## config.mk

```make
export PLATFORM = sky130hd
export DESIGN_NAME = vpcm_ctrl
export DESIGN_NICKNAME = d
export VERILOG_FILES = /design/src/sv/vpcm_pkg.sv /design/src/sv/vpcm_ctrl.sv
export SDC_FILE = /design/constraint.sdc
export NUM_CORES = 1
export LEC_CHECK = 0
export ABC_CLOCK_PERIOD_IN_PS = 1300
export BUFFER_PORTS_ARGS = -buffer_cell sky130_fd_sc_hd__buf_4
export CORE_AREA = 2 2 64 66
export DETAILED_ROUTE_END_ITERATION = 7
export DIE_AREA = 0 0 66 68
export HOLD_SLACK_MARGIN = 0.1
export PLACE_DENSITY = 0.5
export SYNTH_ARGS = -nofsm -noshare
export SYNTH_HDL_FRONTEND = slang
export SYNTH_SLANG_ARGS = --single-unit
```

## constraint.sdc

```tcl
create_clock -name clk -period 1.3 [get_ports clk]
set_input_delay 0.195 -clock clk [delete_from_list [all_inputs] [get_ports clk]]
set_output_delay 0.195 -clock clk [all_outputs]
set_load 0.01 [all_outputs]
```

## src/sv/vpcm_pkg.sv

```systemverilog
package vpcm_pkg;

    // Fixed field widths.
    localparam int COORD_BITS = 20;
    localparam int CNT_BITS   = 16;
    localparam int SUM_BITS   = 36;
    localparam int MOM_BITS   = 55;
    localparam int COV_BITS   = 40;
    localparam int MAX_POINTS = 65535;

    // Multiplier and divider widths.
    localparam int T1_BITS   = CNT_BITS + MOM_BITS;   // n * |Sab|
    localparam int T2_BITS   = 2 * SUM_BITS;          // |Sa| * |Sb|
    localparam int HALF_BITS = SUM_BITS / 2;
    localparam int NUM_BITS  = 75;                    // signed numerator
    localparam int DVD_BITS  = NUM_BITS - 1;          // numerator magnitude
    localparam int DIV_BITS  = 2 * CNT_BITS;          // n * (n - 1)
    localparam int STEP_BITS = 7;
    localparam int LAST_TERM = 8;
    localparam int MEAN_TERMS = 3;

    // Datapath operations issued by the controller.
    typedef enum logic [3:0] {
        OP_NONE,
        OP_MUL1,
        OP_MUL2L,
        OP_MUL2H,
        OP_NUM,
        OP_LOAD,
        OP_DIV,
        OP_STORE,
        OP_FIN
    } op_t;

    typedef enum logic [3:0] {
        ST_IDLE,
        ST_WAIT,
        ST_MUL1,
        ST_MUL2L,
        ST_MUL2H,
        ST_NUM,
        ST_LOAD,
        ST_DIV,
        ST_STORE,
        ST_FIN
    } state_t;

    typedef struct packed {
        op_t        op;
        logic [3:0] term;
    } cmd_t;

    typedef struct packed {
        logic out_busy;
    } status_t;

    // First coordinate of each unique covariance pair.
    function automatic logic [1:0] pair_a(input logic [2:0] idx);
        logic [1:0] r;
        begin
            case (idx)
                3'd0, 3'd1, 3'd2: r = 2'd0;
                3'd3, 3'd4:       r = 2'd1;
                default:          r = 2'd2;
            endcase
            return r;
        end
    endfunction

    // Second coordinate of each unique covariance pair.
    function automatic logic [1:0] pair_b(input logic [2:0] idx);
        logic [1:0] r;
        begin
            case (idx)
                3'd0:       r = 2'd0;
                3'd1, 3'd3: r = 2'd1;
                default:    r = 2'd2;
            endcase
            return r;
        end
    endfunction

endpackage

```

## src/sv/vpcm_ctrl.sv

```systemverilog
module vpcm_ctrl
    import vpcm_pkg::*;
(
    input  logic    clk,
    input  logic    rst_n,
    input  logic    in_valid,
    input  logic    batch_end,
    input  status_t status,
    output logic    in_stall,
    output cmd_t    cmd
);

    state_t               state_reg, state_next;
    logic [3:0]           term_reg, term_next;
    logic [STEP_BITS-1:0] step_reg, step_next;

    // State, term and divider step registers.
    always_ff @(posedge clk or negedge rst_n)
    begin
        if (!rst_n)
        begin
            state_reg <= ST_IDLE;
            term_reg  <= '0;
            step_reg  <= '0;
        end
        else
        begin
            state_reg <= state_next;
            term_reg  <= term_next;
            step_reg  <= step_next;
        end
    end

    // Sequence: three means, then six covariance terms, each through the divider.
    always_comb
    begin
        state_next = state_reg;
        term_next  = term_reg;
        step_next  = step_reg;
        in_stall   = 1'b1;
        cmd.op     = OP_NONE;
        cmd.term   = term_reg;
        unique case (state_reg)
            ST_IDLE:
            begin
                in_stall = 1'b0;
                if (in_valid && batch_end)
                begin
                    state_next = ST_WAIT;
                    term_next  = '0;
                end
            end
            ST_WAIT:
            begin
                if (!status.out_busy)
                    state_next = ST_LOAD;
            end
            ST_MUL1:
            begin
                cmd.op     = OP_MUL1;
                state_next = ST_MUL2L;
            end
            ST_MUL2L:
            begin
                cmd.op     = OP_MUL2L;
                state_next = ST_MUL2H;
            end
            ST_MUL2H:
            begin
                cmd.op     = OP_MUL2H;
                state_next = ST_NUM;
            end
            ST_NUM:
            begin
                cmd.op     = OP_NUM;
                state_next = ST_LOAD;
            end
            ST_LOAD:
            begin
                cmd.op     = OP_LOAD;
                step_next  = '0;
                state_next = ST_DIV;
            end
            ST_DIV:
            begin
                cmd.op    = OP_DIV;
                step_next = step_reg + 1'b1;
                if (step_reg == STEP_BITS'(DVD_BITS - 1))
                    state_next = ST_STORE;
            end
            ST_STORE:
            begin
                cmd.op = OP_STORE;
                if (term_reg == 4'(LAST_TERM))
                    state_next = ST_FIN;
                else
                begin
                    term_next = term_reg + 1'b1;
                    if (term_reg < 4'(MEAN_TERMS - 1))
                        state_next = ST_LOAD;
                    else
                        state_next = ST_MUL1;
                end
            end
            ST_FIN:
            begin
                cmd.op     = OP_FIN;
                state_next = ST_IDLE;
            end
            default:
            begin
                state_next = ST_IDLE;
            end
        endcase
    end

endmodule

```

==> summary.txt <==
Status
  • Status: complete, but fails checks
  • Failing checks: negative setup slack

Clocking
  • CTS Buf Count: 3
  • Clock sinks: 15
  • TritonCTS clock tree: yes
  • H-tree depth: 1
  • Worst-path clk slew: about 0.06 ns
  • Clock Tree Root: clkbuf_8
  • CTS Buffer Depth: 2
  • Clock latency on the worst-skew pair: 0.25 ns

Flow run
  • # Max-Cap Violations: 0

Critical path
  • Critical Path Fanout Max: 4
  • Crit path max-delay cell type: dfrtp_1
  • Critical path's largest stage delay: a little under 0.4 ns
  • Worst EP required: roughly 1.1 ns
  • CP top delay family: flip-flops
  • Critical path depth: 5
  • Worst Setup Path Type: reg2out
  • Arrival @ worst endpoint: 1.36 ns
  • Crit-path cells: buf_6 > nor3_4 > nand2_2 > o21ai_1 > buf_4
  • Startpoint class of the critical path: register
  • Worst setup EP type: primary output
  • Cells on worst reg2reg path: 6
  • Critical path buffer and inverter count: 2

Floorplanning
  • FP Rows: 23
  • Ports: 14
  • Die ar.: 4490 um2
  • Die height: slightly below 70 um
  • Die width: about 66 um
  • Initial Util: approximately a quarter
  • Core area: 3860 um2

Hold path
  • HP Class: in2async

Synth
  • Seq cells post-synth: 15
  • Syn_nets: between 100 and 150
  • Mapped cell area: 976 um2
  • Asr flop ratio synth: 100%
  • Avg Inst Size Synth: roughly 9.5 um2
  • Count of different cell masters after synthesis: 36
  • Warnings, synthesis: 0
  • Post-synth top flop: dfrtp_1
  • Sequential share of the synthesized area: 38.5%
  • EDFF count, synth: 0
  • Cells after Synth: 103

Final layout
  • Final core utilization: 38.9%
  • Antenna cells: 0
  • Footprint of the multi-input gates: approximately 600 um2
  • Final Cell Area: around 1500 um2
  • Synthesis-to-finish area growth: 53.7%
  • NumNets Final: around 160
  • Final-layout fill cell count: 399
  • Fraction of layout cells with a size suffix above 1: between 40 and 50%
  • Most frequent cells in the layout: buf_4, dfrtp_1, o21ai_1, buf_6, nand2_1
  • Max FFs per register: 7
  • Reg area: 377 um2
  • Most common library cell in the layout ignoring fill and taps: buf_4

Timing
  • Final setup fails: 16
  • Fmax: 0.642 GHz
  • Final Cycle Share: 120%
  • Min Hold Slack: between 0.3 and 0.4 ns
  • Final slew viol count: 0
  • RSZ-0062 raised after global routing: true
  • Worst Tran Pin Value: 0.301 ns
  • Post-route minimum period: 1.56 ns
  • Slack of the critical path: -0.258 ns
  • Slew headroom: around four fifths
  • Fin. Hold Viols: 0
  • Clock skew: approximately 0.0030 ns

Pwr
  • Worst vdd ir: around 0.53 mV
  • Power Density: 584 nW/um2
  • Pleak: slightly below 0.7 nW
  • Overall power: between 0.0008 and 0.0009 W

GRT
  • Initial antenna violation count: 0
  • Vias in the first global route: about 870
  • Largest net degree at the start of global routing: 16
  • Gr usage total: around an eighth
  • First-pass GRT wire length: between 3000 and 4000 um
  • GRT Residual Overflow: 0

Detailed routing
  • Routed len/inst: 12.2 um
  • Detail Route Antenna Nets: 0
  • Router iterations before antenna repair: 4
  • DRC Markers: 0
  • Via count: roughly 910
  • Vias per cell: roughly 4.5
  • Iter 0 DRT Violations: 37
  • Routed WL: 2430 um

Place
  • Post-DP Area: ~1300 um2
  • Buffers on Ports: 13
  • Dpl hpwl: about 1700 um
  • Routability congestion estimate: around 0.72
## per-layer routing
metal | routed length [um] | global-route usage, % | vias up | share of wire (%)
met5 | 0 | 0 | - | 0
met4 | 52 | 4.34 | 0 | 2.1
met3 | 105 | 3.95 | 8 | 4.3
li1 | - | - | 455 | -
met1 | 1100 | 14.8 | 427 | 45
met2 | 1180 | 18.4 | 15 | 48
## metrics by stage
| stage | instances | worst slack (ns) | setup TNS, ns |
|---|---|---|---|
| after floorplan | 103 | -0.154 | -0.499 |
| after global placement | 185 | -0.101 | -0.653 |
| after detailed placement | 185 | -0.124 | -0.940 |
| after CTS | 196 | -0.277 | -2.33 |
| after global routing | 199 | -0.349 | -3.62 |
| final | 199 | -0.258 | -2.07 |
## cell families (layout without fill, tap and decap cells)
| family | count (synthesis) | in the layout | share of synthesized area (%) |
|---|---|---|---|
| AND/OR/NAND/NOR | 36 | 36 | 21.5 |
| multiplexers | 3 | 3 | 3.72 |
| flip-flops | 15 | 15 | 38.5 |
| buffers and inverters | 11 | 57 | 6.15 |
| adder cells (fa/ha/maj) | 4 | 4 | 5.13 |
| XOR/XNOR | 4 | 4 | 3.59 |
| AO/OA/AOI/OAI | 30 | 30 | 21.4 |
## synth_stat cells, types with 2 or more instances
cell type,count,area share [%]
dfrtp_1,15,38
o22a_1,2,1.8
buf_4,3,2.3
o21ai_1,2,1.0
a22o_1,3,2.7
clkbuf_1,3,1.2
nor2_1,6,2.3
o21ai_0,12,6.2
and3_1,2,1.3
ha_1,4,5.1
a21o_1,2,1.5
o31ai_1,2,1.5
inv_1,4,1.5
a21oi_1,4,2.1
nand2_1,8,3.1
nor2b_1,2,1.3
nand3_1,5,2.6
xnor2_1,2,1.8
xor2_1,2,1.8
nand2b_1,3,1.9
nand3b_1,2,1.5
## area by class of cell
type,instances,area share [%]
flip-flops and latches,15,25.1
multi-input cells,77,39.8
well taps,50,4.17
repair buffers,49,26.9
clock buffers,4,3.00
inverters,4,1.00
## worst paths after layout
path / slack [ns] / startpoint / endpoint
max: -0.26 / state_reg[2] / cmd[6]
min: 0.34 / rst_n / term_reg[3]
max reg2reg: -0.21 / state_reg[2] / term_reg[0]
min reg2reg: 0.55 / step_reg[6] / step_reg[6]
max in group asynchronous: 0.77 / rst_n / state_reg[0]
min in group clk: 0.53 / status / state_reg[0]
## power by group
part	internal (W)	total, W	switching, W
Sequential	0.000467	0.000467	0
Combinational	0.0000120	0.0000277	0.0000157
Clock	0.000217	0.000382	0.000165
## timing repair
item	4_1_cts	5_1_grt
gates resized for setup	11	19
pin swaps	5	5
hold buffers	1	0
buffers inserted	7	3
hold endpoints to repair	15	0
endpoints found under the setup margin	16	19
cloned	0	0
No activity file was read; power rests on OpenSTA's default activity.
